### config.mk
export PLATFORM = sky130hd
export DESIGN_NAME = integer_to_radix_text_top_flat
export DESIGN_NICKNAME = d
export VERILOG_FILES = /design/src/hw/rtl/itrt_pkg.sv /design/src/hw/rtl/itrt_if.sv /design/src/hw/rtl/itrt_queue.sv /design/src/hw/rtl/itrt_front.sv /design/src/hw/rtl/itrt_back.sv /design/src/hw/rtl/integer_to_radix_text_top.sv /design/src/flat_wrapper.sv
export VERILOG_INCLUDE_DIRS = /design/src /design/src/hw/rtl
export SDC_FILE = /design/constraint.sdc
export NUM_CORES = 1
export LEC_CHECK = 0
export BUFFER_PORTS_ARGS = -buffer_cell sky130_fd_sc_hd__buf_2
export CAP_MARGIN = 10
export CORE_ASPECT_RATIO = 0.9
export CORE_MARGIN = 5
export CORE_UTILIZATION = 35
export DETAILED_ROUTE_END_ITERATION = 10
export PLACE_DENSITY_LB_ADDON = 0.1
export SETUP_SLACK_MARGIN = 0.05
export SLEW_MARGIN = 20
export SYNTH_ARGS = -nofsm -noshare
export SYNTH_HDL_FRONTEND = slang
export SYNTH_SLANG_ARGS = --single-unit
export TNS_END_PERCENT = 100
### constraint.sdc
create_clock -name clk -period 8.7 [get_ports clk]
set_clock_uncertainty 0.15 [all_clocks]
set_input_delay 0.435 -clock clk [delete_from_list [all_inputs] [get_ports clk]]
set_output_delay 0.435 -clock clk [all_outputs]
set_load 0.02 [all_outputs]
### src/hw/rtl/integer_to_radix_text_top_assert.svh
// Assertion macros for the integer to radix text converter.
`ifndef INTEGER_TO_RADIX_TEXT_TOP_ASSERT_SVH
`define INTEGER_TO_RADIX_TEXT_TOP_ASSERT_SVH

// The consequent must hold in the same cycle as the antecedent.
`define ITRT_ASSERT_NOW(lbl, ante, cons, msg) \
  lbl: assert property (@(posedge clk) disable iff (!rst_n) (ante) |-> (cons)) else $error(msg);

// The consequent must hold in the cycle after the antecedent.
`define ITRT_ASSERT_NEXT(lbl, ante, cons, msg) \
  lbl: assert property (@(posedge clk) disable iff (!rst_n) (ante) |=> (cons)) else $error(msg);

`endif

### src/hw/rtl/itrt_pkg.sv
// Package with the shared constants, types and helpers of the radix text converter.
package itrt_pkg;

  localparam int VALUE_BITS_DEF = 32;
  localparam int BASE_W         = 5;
  localparam int WIDTH_W        = 7;
  localparam int CHAR_W         = 7;
  localparam int MAX_CHARS      = 64;
  localparam int QUEUE_DEPTH    = 2;

  localparam logic [BASE_W-1:0]  BASE_MIN    = 5'd2;
  localparam logic [BASE_W-1:0]  BASE_LIMIT  = 5'd25;
  localparam logic [BASE_W-1:0]  DIGIT_LIMIT = 5'd10;
  localparam logic [WIDTH_W-1:0] WIDTH_MAX   = 7'd64;

  localparam logic [CHAR_W-1:0] CHAR_ZERO  = 7'h30;
  localparam logic [CHAR_W-1:0] CHAR_NINE  = 7'h39;
  localparam logic [CHAR_W-1:0] CHAR_A     = 7'h41;
  localparam logic [CHAR_W-1:0] CHAR_N     = 7'h4E;
  localparam logic [CHAR_W-1:0] CHAR_MINUS = 7'h2D;
  localparam logic [CHAR_W-1:0] CHAR_SPACE = 7'h20;

  typedef struct packed {
    logic               neg;
    logic [BASE_W-1:0]  base;
    logic [WIDTH_W-1:0] width;
  } itrt_meta_t;

  localparam int META_W = $bits(itrt_meta_t);

  typedef enum logic [1:0] {
    ST_IDLE,
    ST_DIV,
    ST_EMIT
  } back_state_t;

  function automatic logic [CHAR_W-1:0] glyph(input logic [BASE_W-1:0] d);
    if (d < DIGIT_LIMIT) begin
      return CHAR_ZERO + CHAR_W'(d);
    end
    return CHAR_A + CHAR_W'(d - DIGIT_LIMIT);
  endfunction

endpackage

### src/hw/rtl/itrt_if.sv
// Handshake interfaces for the input items and the result characters.
interface itrt_in_if import itrt_pkg::*; #(
  parameter int VALUE_BITS = VALUE_BITS_DEF
) ();
  logic                         valid;
  logic                         ready;
  logic signed [VALUE_BITS-1:0] value;
  logic [BASE_W-1:0]            base;
  logic [WIDTH_W-1:0]           min_width;

  modport source (output valid, output value, output base, output min_width, input ready);
  modport sink (input valid, input value, input base, input min_width, output ready);
endinterface

interface itrt_out_if import itrt_pkg::*; ();
  logic              valid;
  logic              ready;
  logic [CHAR_W-1:0] char_out;
  logic              last;

  modport source (output valid, output char_out, output last, input ready);
  modport sink (input valid, input char_out, input last, output ready);
endinterface

### src/hw/rtl/itrt_queue.sv
// Short queue of classified items between the front and the back of the converter.
module itrt_queue import itrt_pkg::*; #(
  parameter int DATA_W = VALUE_BITS_DEF + META_W
) (
  input  logic              clk,
  input  logic              rst_n,
  input  logic              push,
  input  logic [DATA_W-1:0] wdata,
  input  logic              pop,
  output logic [DATA_W-1:0] rdata,
  output logic              empty,
  output logic              full
);
  localparam int PTR_W = $clog2(QUEUE_DEPTH);
  localparam int CNT_W = $clog2(QUEUE_DEPTH + 1);

  logic [DATA_W-1:0] slot_r [QUEUE_DEPTH];
  logic [PTR_W-1:0]  wr_ptr_r, wr_ptr_nxt;
  logic [PTR_W-1:0]  rd_ptr_r, rd_ptr_nxt;
  logic [CNT_W-1:0]  cnt_r, cnt_nxt;

  always_comb begin
    wr_ptr_nxt = wr_ptr_r;
    rd_ptr_nxt = rd_ptr_r;
    if (push) begin
      wr_ptr_nxt = (wr_ptr_r == PTR_W'(QUEUE_DEPTH - 1)) ? '0 : wr_ptr_r + 1'b1;
    end
    if (pop) begin
      rd_ptr_nxt = (rd_ptr_r == PTR_W'(QUEUE_DEPTH - 1)) ? '0 : rd_ptr_r + 1'b1;
    end
    cnt_nxt = cnt_r + CNT_W'(push) - CNT_W'(pop);
  end

  always_ff @(posedge clk) begin
    if (!rst_n) begin
      wr_ptr_r <= '0;
      rd_ptr_r <= '0;
      cnt_r    <= '0;
    end else begin
      wr_ptr_r <= wr_ptr_nxt;
      rd_ptr_r <= rd_ptr_nxt;
      cnt_r    <= cnt_nxt;
    end
  end

  always_ff @(posedge clk) begin
    if (push) begin
      slot_r[wr_ptr_r] <= wdata;
    end
  end

  assign rdata = slot_r[rd_ptr_r];
  assign empty = (cnt_r == '0);
  assign full  = (cnt_r == CNT_W'(QUEUE_DEPTH));
endmodule

### src/hw/rtl/itrt_front.sv
// Front end: accepts items, clamps base and width, and splits sign from magnitude.
module itrt_front import itrt_pkg::*; #(
  parameter int VALUE_BITS = VALUE_BITS_DEF
) (
  itrt_in_if.sink                           in_ch,
  input  logic                              q_full,
  output logic                              q_push,
  output logic [VALUE_BITS+META_W-1:0]      q_wdata
);
  logic [VALUE_BITS-1:0] value;
  logic [VALUE_BITS-1:0] mag;
  itrt_meta_t            meta;

  always_comb begin
    value     = VALUE_BITS'(in_ch.value);
    meta.neg  = value[VALUE_BITS-1];
    mag       = meta.neg ? (~value + 1'b1) : value;
    if (in_ch.base < BASE_MIN) begin
      meta.base = BASE_MIN;
    end else if (in_ch.base > BASE_LIMIT - 1'b1) begin
      meta.base = BASE_LIMIT - 1'b1;
    end else begin
      meta.base = in_ch.base;
    end
    meta.width = (in_ch.min_width > WIDTH_MAX) ? WIDTH_MAX : in_ch.min_width;
  end

  assign in_ch.ready = !q_full;
  assign q_push      = in_ch.valid && !q_full;
  assign q_wdata     = {mag, meta};
endmodule

### src/hw/rtl/itrt_back.sv
// Back end: bit-serial digit divider, digit stack and character output register.
module itrt_back import itrt_pkg::*; #(
  parameter int VALUE_BITS = VALUE_BITS_DEF
) (
  input  logic                         clk,
  input  logic                         rst_n,
  input  logic                         q_empty,
  input  logic [VALUE_BITS+META_W-1:0] q_rdata,
  output logic                         q_pop,
  itrt_out_if.source                   out_ch
);
  localparam int STEP_W = $clog2(VALUE_BITS);
  localparam int ND_W   = $clog2(VALUE_BITS + 2);
  localparam int SUM_W  = WIDTH_W + 1;

  back_state_t           state_r, state_nxt;
  logic [VALUE_BITS-1:0] mag_r, mag_nxt;
  logic [BASE_W-1:0]     rem_r, rem_nxt;
  logic [STEP_W-1:0]     step_r, step_nxt;
  logic [BASE_W-1:0]     base_r, base_nxt;
  logic [WIDTH_W-1:0]    width_r, width_nxt;
  logic                  neg_r, neg_nxt;
  logic [ND_W-1:0]       nd_r, nd_nxt;
  logic [BASE_W-1:0]     stack_r [VALUE_BITS];
  logic [BASE_W-1:0]     stack_nxt [VALUE_BITS];
  logic [WIDTH_W-1:0]    pad_r, pad_nxt;
  logic                  sign_r, sign_nxt;
  logic [ND_W-1:0]       dig_r, dig_nxt;
  logic                  out_valid_r, out_valid_nxt;
  logic [CHAR_W-1:0]     out_char_r, out_char_nxt;
  logic                  out_last_r, out_last_nxt;

  itrt_meta_t            q_meta;
  logic [VALUE_BITS-1:0] q_mag;
  logic [BASE_W:0]       trial;
  logic                  ge;
  logic [BASE_W-1:0]     rem_step;
  logic [VALUE_BITS-1:0] mag_step;
  logic [SUM_W-1:0]      body;
  logic                  slot_free;
  logic                  fin_last;

  assign q_meta = q_rdata[META_W-1:0];
  assign q_mag  = q_rdata[VALUE_BITS+META_W-1:META_W];

  always_comb begin
    trial    = {rem_r, mag_r[VALUE_BITS-1]};
    ge       = (trial >= {1'b0, base_r});
    rem_step = ge ? BASE_W'(trial - {1'b0, base_r}) : BASE_W'(trial);
    mag_step = {mag_r[VALUE_BITS-2:0], ge};
  end

  always_comb begin
    state_nxt     = state_r;
    mag_nxt       = mag_r;
    rem_nxt       = rem_r;
    step_nxt      = step_r;
    base_nxt      = base_r;
    width_nxt     = width_r;
    neg_nxt       = neg_r;
    nd_nxt        = nd_r;
    stack_nxt     = stack_r;
    pad_nxt       = pad_r;
    sign_nxt      = sign_r;
    dig_nxt       = dig_r;
    out_valid_nxt = out_valid_r && !out_ch.ready;
    out_char_nxt  = out_char_r;
    out_last_nxt  = out_last_r;
    q_pop         = 1'b0;
    body          = '0;
    fin_last      = 1'b0;
    slot_free     = !out_valid_r || out_ch.ready;

    unique case (state_r)
      ST_IDLE: begin
        if (!q_empty) begin
          q_pop     = 1'b1;
          mag_nxt   = q_mag;
          base_nxt  = q_meta.base;
          width_nxt = q_meta.width;
          neg_nxt   = q_meta.neg;
          rem_nxt   = '0;
          step_nxt  = '0;
          nd_nxt    = '0;
          state_nxt = ST_DIV;
        end
      end
      ST_DIV: begin
        mag_nxt  = mag_step;
        rem_nxt  = rem_step;
        step_nxt = step_r + 1'b1;
        if (step_r == STEP_W'(VALUE_BITS - 1)) begin
          stack_nxt[0] = rem_step;
          for (int k = 1; k < VALUE_BITS; k++) begin
            stack_nxt[k] = stack_r[k-1];
          end
          nd_nxt   = nd_r + 1'b1;
          rem_nxt  = '0;
          step_nxt = '0;
          if (mag_step == '0) begin
            body      = SUM_W'(nd_nxt) + SUM_W'(neg_r);
            pad_nxt   = (SUM_W'(width_r) > body) ? WIDTH_W'(SUM_W'(width_r) - body) : '0;
            sign_nxt  = neg_r && (body <= SUM_W'(MAX_CHARS));
            dig_nxt   = nd_nxt;
            state_nxt = ST_EMIT;
          end
        end
      end
      ST_EMIT: begin
        if (slot_free) begin
          out_valid_nxt = 1'b1;
          if (pad_r != '0) begin
            out_char_nxt = CHAR_SPACE;
            out_last_nxt = 1'b0;
            pad_nxt      = pad_r - 1'b1;
          end else if (sign_r) begin
            out_char_nxt = CHAR_MINUS;
            out_last_nxt = 1'b0;
            sign_nxt     = 1'b0;
          end else begin
            out_char_nxt = glyph(stack_r[0]);
            fin_last     = (dig_r == ND_W'(1));
            out_last_nxt = fin_last;
            dig_nxt      = dig_r - 1'b1;
            for (int k = 0; k < VALUE_BITS - 1; k++) begin
              stack_nxt[k] = stack_r[k+1];
            end
            if (fin_last) begin
              state_nxt = ST_IDLE;
            end
          end
        end
      end
      default: begin
        state_nxt = ST_IDLE;
      end
    endcase
  end

  always_ff @(posedge clk) begin
    if (!rst_n) begin
      state_r     <= ST_IDLE;
      out_valid_r <= 1'b0;
    end else begin
      state_r     <= state_nxt;
      out_valid_r <= out_valid_nxt;
    end
  end

  always_ff @(posedge clk) begin
    mag_r      <= mag_nxt;
    rem_r      <= rem_nxt;
    step_r     <= step_nxt;
    base_r     <= base_nxt;
    width_r    <= width_nxt;
    neg_r      <= neg_nxt;
    nd_r       <= nd_nxt;
    stack_r    <= stack_nxt;
    pad_r      <= pad_nxt;
    sign_r     <= sign_nxt;
    dig_r      <= dig_nxt;
    out_char_r <= out_char_nxt;
    out_last_r <= out_last_nxt;
  end

  assign out_ch.valid    = out_valid_r;
  assign out_ch.char_out = out_char_r;
  assign out_ch.last     = out_last_r;
endmodule

### src/hw/rtl/integer_to_radix_text_top.sv
// Integer to radix text converter: signed value in, ASCII characters out, one item each.
// Each input item is classified on entry and waits in a two-entry queue, so up to two
// further items are taken while one is being converted. A bit-serial restoring divider
// produces the digits of each number one at a time into a digit stack.
// Characters leave through a registered output that keeps the last one while the
// consumer stalls, and the final character of each number has last set.
`include "integer_to_radix_text_top_assert.svh"

module integer_to_radix_text_top import itrt_pkg::*; #(
  parameter int VALUE_BITS = VALUE_BITS_DEF
) (
  input  logic       clk,
  input  logic       rst_n,
  itrt_in_if.sink    in_ch,
  itrt_out_if.source out_ch
);
  localparam int DATA_W = VALUE_BITS + META_W;

  logic              q_push;
  logic              q_pop;
  logic              q_empty;
  logic              q_full;
  logic [DATA_W-1:0] q_wdata;
  logic [DATA_W-1:0] q_rdata;

  itrt_front #(.VALUE_BITS(VALUE_BITS)) u_front (
    .in_ch   (in_ch),
    .q_full  (q_full),
    .q_push  (q_push),
    .q_wdata (q_wdata)
  );

  itrt_queue #(.DATA_W(DATA_W)) u_queue (
    .clk   (clk),
    .rst_n (rst_n),
    .push  (q_push),
    .wdata (q_wdata),
    .pop   (q_pop),
    .rdata (q_rdata),
    .empty (q_empty),
    .full  (q_full)
  );

  itrt_back #(.VALUE_BITS(VALUE_BITS)) u_back (
    .clk     (clk),
    .rst_n   (rst_n),
    .q_empty (q_empty),
    .q_rdata (q_rdata),
    .q_pop   (q_pop),
    .out_ch  (out_ch)
  );

  `ITRT_ASSERT_NOW(a_pop_needs_item, q_pop, !q_empty, "Back end took an item from an empty queue.")
  `ITRT_ASSERT_NOW(a_last_is_digit, out_ch.valid && out_ch.last, (out_ch.char_out >= CHAR_ZERO && out_ch.char_out <= CHAR_NINE) || (out_ch.char_out >= CHAR_A && out_ch.char_out <= CHAR_N), "The final character of a number is not a digit.")
  `ITRT_ASSERT_NEXT(a_text_unbroken, out_ch.valid && out_ch.ready && !out_ch.last, out_ch.valid, "Characters of one number did not follow without a gap.")
endmodule

### src/flat_wrapper.sv
// flat-port wrapper written by rule: the top's interface ports become plain ports
module integer_to_radix_text_top_flat import itrt_pkg::*;
#(
  parameter int VALUE_BITS = VALUE_BITS_DEF
)
  (clk, rst_n, in_ch_valid, in_ch_value, in_ch_base, in_ch_min_width, in_ch_ready, out_ch_valid, out_ch_char_out, out_ch_last, out_ch_ready);
  itrt_in_if #(.VALUE_BITS(VALUE_BITS)) in_ch_i ();
  itrt_out_if out_ch_i ();
  input  logic clk;
  input  logic rst_n;
  input wire logic [$bits(in_ch_i.valid)-1:0] in_ch_valid;
  input wire logic [$bits(in_ch_i.value)-1:0] in_ch_value;
  input wire logic [$bits(in_ch_i.base)-1:0] in_ch_base;
  input wire logic [$bits(in_ch_i.min_width)-1:0] in_ch_min_width;
  output wire logic [$bits(in_ch_i.ready)-1:0] in_ch_ready;
  output wire logic [$bits(out_ch_i.valid)-1:0] out_ch_valid;
  output wire logic [$bits(out_ch_i.char_out)-1:0] out_ch_char_out;
  output wire logic [$bits(out_ch_i.last)-1:0] out_ch_last;
  input wire logic [$bits(out_ch_i.ready)-1:0] out_ch_ready;
  assign in_ch_i.valid = in_ch_valid;
  assign in_ch_i.value = in_ch_value;
  assign in_ch_i.base = in_ch_base;
  assign in_ch_i.min_width = in_ch_min_width;
  assign in_ch_ready = in_ch_i.ready;
  assign out_ch_valid = out_ch_i.valid;
  assign out_ch_char_out = out_ch_i.char_out;
  assign out_ch_last = out_ch_i.last;
  assign out_ch_i.ready = out_ch_ready;
  integer_to_radix_text_top #(.VALUE_BITS(VALUE_BITS)) u_core (.clk(clk), .rst_n(rst_n), .in_ch(in_ch_i), .out_ch(out_ch_i));
endmodule
* Word level (Yosys, flattened, before mapping)
Memories as Yosys holds them, arrays and structs flattened. A register that Yosys moved wholly into a read port is not among the register bits.
Cells that the tools add are included.
** Storage, ports and cells
- Bits in registers :: 250
- RAM bits :: 90
- Memories kept :: 1
** Cells by class
- $add $sub $neg :: 15
- $lt $le $gt $ge :: 7
- Equality and inequality tests :: 13
- Mux-type cells :: 63
- Bitwise logic cells :: 2
- Reduce and logical (&&, ||, !) cells :: 24
** Memory list
- u_core.u_queue.slot_r :: depth 2, bits a word 45, read ports 1, clocked after memory_dff 1, wr ports 1, RTL line itrt_queue.sv:17 : logic [DATA_W-1:0] slot_r [QUEUE_DEPTH];
** Operator list (count)
- 155-bit 2-to-1 mux :: 3
- 155-bit case mux with 2 select lines :: 1
- 160-bit 2-to-1 mux :: 1
- 32-bit 2-to-1 mux :: 2
- 32-bit case mux with 2 select lines :: 1
- 7-bit 2-to-1 mux :: 8
- 6-bit 2-to-1 mux :: 7
- 32-bit by 1-bit adder with 32-bit output (second input constant) :: 1
- 32-bit zero test :: 1
- 32-bit inverter :: 1
- 5-bit 2-to-1 mux :: 6
- 6-bit case mux with 2 select lines :: 2
- 5-bit case mux with 2 select lines :: 2
- 1-bit 2-to-1 mux :: 19
- 2-bit inequality test (second input constant) :: 8
- 5-bit AND reduction :: 3
- 2-bit 2-to-1 mux :: 7
- 7-bit case mux with 2 select lines :: 1
- 2-bit AND reduction :: 4
- 6-bit by 1-bit adder with 7-bit output :: 1
- 6-bit by 5-bit adder with 7-bit output (first input constant) :: 1
- 7-bit adder (first input constant) :: 1
- 7-bit > comparator :: 1
- 7-bit > comparator (second input constant) :: 1
- other kinds (33) :: 41

* Depth between registers and ports, before layout
- Word-level depth :: 8
- Gate-level depth with buffers :: 12
- Gate-level depth less buffers :: 12

* Cells and area by module
A second synthesis with hierarchy kept.
** Unflattened totals
- Cells, all modules :: 1395
- Area, all modules :: 16069.2 sq um
** Modules (own cells, without submodules)
- itrt_back :: times used 1, cells each 1118, area each 11577.4 sq um
- itrt_queue :: times used 1, cells each 161, area each 3676.0 sq um
- itrt_front :: times used 1, cells each 116, area each 815.8 sq um

* Worst setup path after synthesis
No wires, ideal clock.
- Kind :: register to register
- Start :: reg u_core.u_back.step_r[0]
- End :: reg u_core.u_back.stack_r[100] in the netlist's numbering, enable pin
- Library setup time :: 0.673 ns
- Arrival :: 7.884 ns
- Data required time :: 7.877 ns
- Slack :: -0.006 ns
- Stages on the path, launching flop included :: 8
- Path buffers :: 2
- Cell sequence :: edfxtp_1 -> ha_1 -> and3_1 -> ha_1 -> clkbuf_1 -> clkbuf_1 -> nor2_1 -> nor2_1
** On the way
- Longest elaborated chain between the ends :: 3
** Ends and longest elaborated chain
- start, declared :: RTL line itrt_back.sv:19 : logic [STEP_W-1:0] step_r, step_nxt;
- start signal, assigned :: RTL line itrt_back.sv:153 : step_r <= step_nxt;
- 5-bit equality test :: RTL line itrt_back.sv:92 : if (step_r == STEP_W'(VALUE_BITS - 1)) begin
- 2-bit inequality test (no source line)
- 5-bit AND reduction (no source line)
- end signal, assigned :: RTL line itrt_back.sv:158 : stack_r <= stack_nxt;
- end, declared :: RTL line itrt_back.sv:24 : logic [BASE_W-1:0] stack_r [VALUE_BITS];
Every way passes these cells.
A chain may end at the register's enable or synchronous reset.

* Final worst setup path
- Start :: reg u_core.u_back.state_r[1]
- End :: reg u_core.u_back.stack_r[39] in the netlist's numbering, enable pin
** On the way
- Longest elaborated chain between the ends :: 3
- Elaborated cells between the ends (all ways) :: 8
- Those cells by class :: eq/ne (6); reduce/logical (2)
** Ends and longest elaborated chain
- start, declared :: RTL line itrt_back.sv:16 : back_state_t state_r, state_nxt;
- start signal, assigned :: RTL line itrt_back.sv:145 : state_r <= state_nxt;
- 2-bit equality test / 2-bit by 1-bit equality test with 1-bit output (equally long branches) :: RTL line itrt_back.sv:74 : unique case (state_r)
- 2-bit inequality test (no source line) / 2-bit nonzero test (equally long branches)
- 5-bit AND reduction (no source line) (*)
Every way passes the cells marked *; elsewhere a longest branch is shown, timed or not.

==> metrics.txt <==
clock sink count=around 340; library cells used by synthesis=48; share of cells above drive strength 1=11.24%; Horiz. Die Dim=roughly 230 um; CTS tree=yes; setup tns final=0 ns; clock tree root driver cell=clkbuf_16; IO buf count=57; Yosys warnings=0; worst vdd ir=163.7 uV; worst path required time=8.78 ns; status=completed; WL final=roughly 32,000 um; crit path capture type=flop; Fill cells=about 4,300; Hold WS=0.03911 ns; drt wl/cell=approximately 16 um; Syn Area/Cell=roughly 11 sq um; post-route ant nets=0; footprint of the multi-input gates=approximately 5000 sq um; post-route insts no fill=between 2,000 and 2,500; area delta synth->final=14.30%; dpl hpwl=19,030 um; Die ar.=between 40,000 and 50,000 sq um; worst setup path class=reg2reg; sequential cell area=10,160 sq um; cts bufs inserted=40; Critical Path AT=~3.4 ns; First DRT Iteration DRCs=roughly 670; worst skew pair latency=~0.56 ns; min Tclk post-route=approximately 3.3 ns; initial core utilization=35.31%; Synth Register Bits=~340; Final GP Congestion=about 0.8; GRT overflow=0; Layout Nets=between 1,000 and 1,500; initial antenna violation count=0; Worst Path Max Fanout=49; largest net degree at the start of global routing=108; 1st-pass router iterations=5; post-CTS setup buffer count=0; CTS max path bufs=3; Final Power=~6.2 mW; fin util=40.36%; Hold Violations, Final=0; most frequent cells in the layout=nand2_1 (366), edfxtp_1 (333), nand3_1 (155), o21ai_0 (57), buf_2 (57); top cells by area, synth=edfxtp_1 (64%), nand2_1 (8.8%), nand3_1 (5.0%), xnor2_1 (2.6%), ha_1 (2.1%); vias per cell=4.834; DR vias=slightly below 10,000; Core Footprint=roughly 44,000 sq um; Min-Delay Path Class=in2reg; vias in the first global route=~9,800; Worst Max-Slew Pin Slew=~1.1 ns; FF-to-FF End=u_core.u_back.stack_r[39]; Worst R2R Path Depth=6; row cnt=between 70 and 80; post-synth design cell area=~16,000 sq um; top cell type's share of synthesized area=between 60 and 70%; Seq/Total Area, Yosys=between 60% and 70%; Leak=about 6.6 nW; RSZ-0062 raised after global routing=false; clock-pin slew on the worst setup and hold paths=about 0.060 ns; Final setup viols=0; Resized Gates After CTS=0; max cap viols=0; Hold Path Sink=u_core.u_queue.wr_ptr_r; Syn Nets=1,437; final critical-path share of the clock period=38.25%; DRC=0; Tot GR Track Use=approximately 13%; HP Start=rst_n; fmax=roughly 300 MHz; RR Startpoint=u_core.u_back.state_r[1]; dominant cell type by area after synthesis=edfxtp_1; R2R setup slack=between 5 and 6 ns; Post-Place Cells=approximately 2,000; antenna cells=0; most common cell after layout, fill and taps aside=nand2_1; Hold Crit Depth=2; Power Density=346.2 nW/um^2; Slew Limit Fails=0; Chip Height=210.1 um; synthesized instance count=~1,400; Top Ports=58; slew margin rel.=29.01%; first-pass GRT wire length=roughly 52,000 um; H-tree levels=2; CP Launch Type=flop
## stage by stage
step                setup slack, ns  instance area [sq um]
floorplan                     2.604                  15580
CTS                           5.223                  17780
global placement              5.185                  16480
detailed placement            5.206                  16500
global route                  5.004                  17800
finish                        5.372                  17800
## state kept, by name, indices dropped and copies added (netlist names), named ones only
name / cells
u_core.u_queue.wr_ptr_r: 1
u_core.u_back.sign_r: 1
u_core.u_back.stack_r: 160
u_core.u_back.base_r: 5
u_core.u_back.width_r: 7
u_core.u_back.pad_r: 7
u_core.u_back.step_r: 5
u_core.u_back.rem_r: 5
u_core.u_queue.cnt_r: 2
u_core.u_back.state_r: 2
u_core.u_back.out_ch.last: 1
u_core.u_back.nd_r: 6
u_core.u_back.neg_r: 1
u_core.u_back.out_ch.valid: 1
u_core.u_queue.rd_ptr_r: 1
u_core.u_queue.slot_r: 90
u_core.u_back.dig_r: 6
u_core.u_back.mag_r: 32
u_core.u_back.out_ch.char_out: 7
## final cells by class
| type | count | share of cell area [%] |
|---|---|---|
| Inverter | 25 | 0.5271 |
| Clock inverter | 22 | 1.019 |
| Sequential cell | 341 | 57.07 |
| Clock buffer | 50 | 5.953 |
| Tap cell | 600 | 4.217 |
| Multi-Input combinational cell | 919 | 28.65 |
| Timing Repair Buffer | 75 | 2.558 |
## worst max path at each step
stage / cells past startpoint / endpoint / from
after floorplan: 7 / u_core.u_back.stack_r[100] / u_core.u_back.step_r[0]
after global placement: 6 / u_core.u_back.stack_r[45] / out_ch_ready
after detailed placement: 7 / u_core.u_back.stack_r[75] / out_ch_ready
after CTS: 6 / u_core.u_back.stack_r[55] / u_core.u_back.state_r[1]
after global routing: 7 / u_core.u_back.stack_r[112] / u_core.u_back.pad_r[4]
final: 6 / u_core.u_back.stack_r[39] / u_core.u_back.state_r[1]
## synth_stat cells, drive strengths merged
cell	number
a211oi	3
a21o	1
a21oi	21
a31o	1
a31oi	1
a41oi	1
and2	12
and3	4
buf	11
clkbuf	65
dfxtp	8
edfxtp	333
fa	2
ha	26
inv	25
maj3	1
mux2	13
mux2i	32
nand2	366
nand2b	7
nand3	158
nand3b	2
nand4	4
nor2	55
nor2b	18
nor3	13
nor4	11
nor4b	3
o211a	1
o21a	4
o21ai	57
o21bai	1
o22ai	9
o31ai	9
o32a	1
o41ai	2
or2	5
or3	11
or4	3
xnor2	46
xor2	15
## repair_timing
item | 4_1_cts | 5_1_grt
endpoints found under the setup margin | 0 | 0
hold endpoints to repair | 8 | 0
hold buffers | 4 | 0
## kinds of logic (layout without fill, tap and decap cells)
kind of cell / Yosys count / count (layout) / synth area share [%]
AND/OR/NAND/NOR: 672 / 672 / 19.29
flip-flops: 341 / 341 / 65.23
AO/OA/AOI/OAI: 112 / 112 / 4.217
buffers and inverters: 101 / 172 / 2.434
XOR/XNOR: 61 / 61 / 3.430
multiplexers: 45 / 45 / 2.996
adder cells (fa/ha/maj): 29 / 29 / 2.410
## report_power, final
| group | total, mW | internal [mW] | switching, mW |
|---|---|---|---|
| logic | 1.74 | 0.568 | 1.17 |
| clock network | 1.61 | 0.950 | 0.657 |
| registers | 2.82 | 2.56 | 0.262 |
## worst max-delay path, stage by stage (launching register included)
cell and delay, ns:
dfxtp_1 0.49, nand2b_4 0.08, nor2_1 0.68, a21oi_1 0.31, nor2_4 0.37, buf_4 0.60
buf_12 0.32
## metal layers
| layer | global-route usage [%] | part of all wire [%] |
|---|---|---|
| met2 | 19.03 | 43 |
| met5 | 0 | 0 |
| met3 | 3.111 | 3.8 |
| met1 | 19.12 | 51 |
| met4 | 3.198 | 1.9 |
No activity file was read; power rests on OpenSTA's default activity.
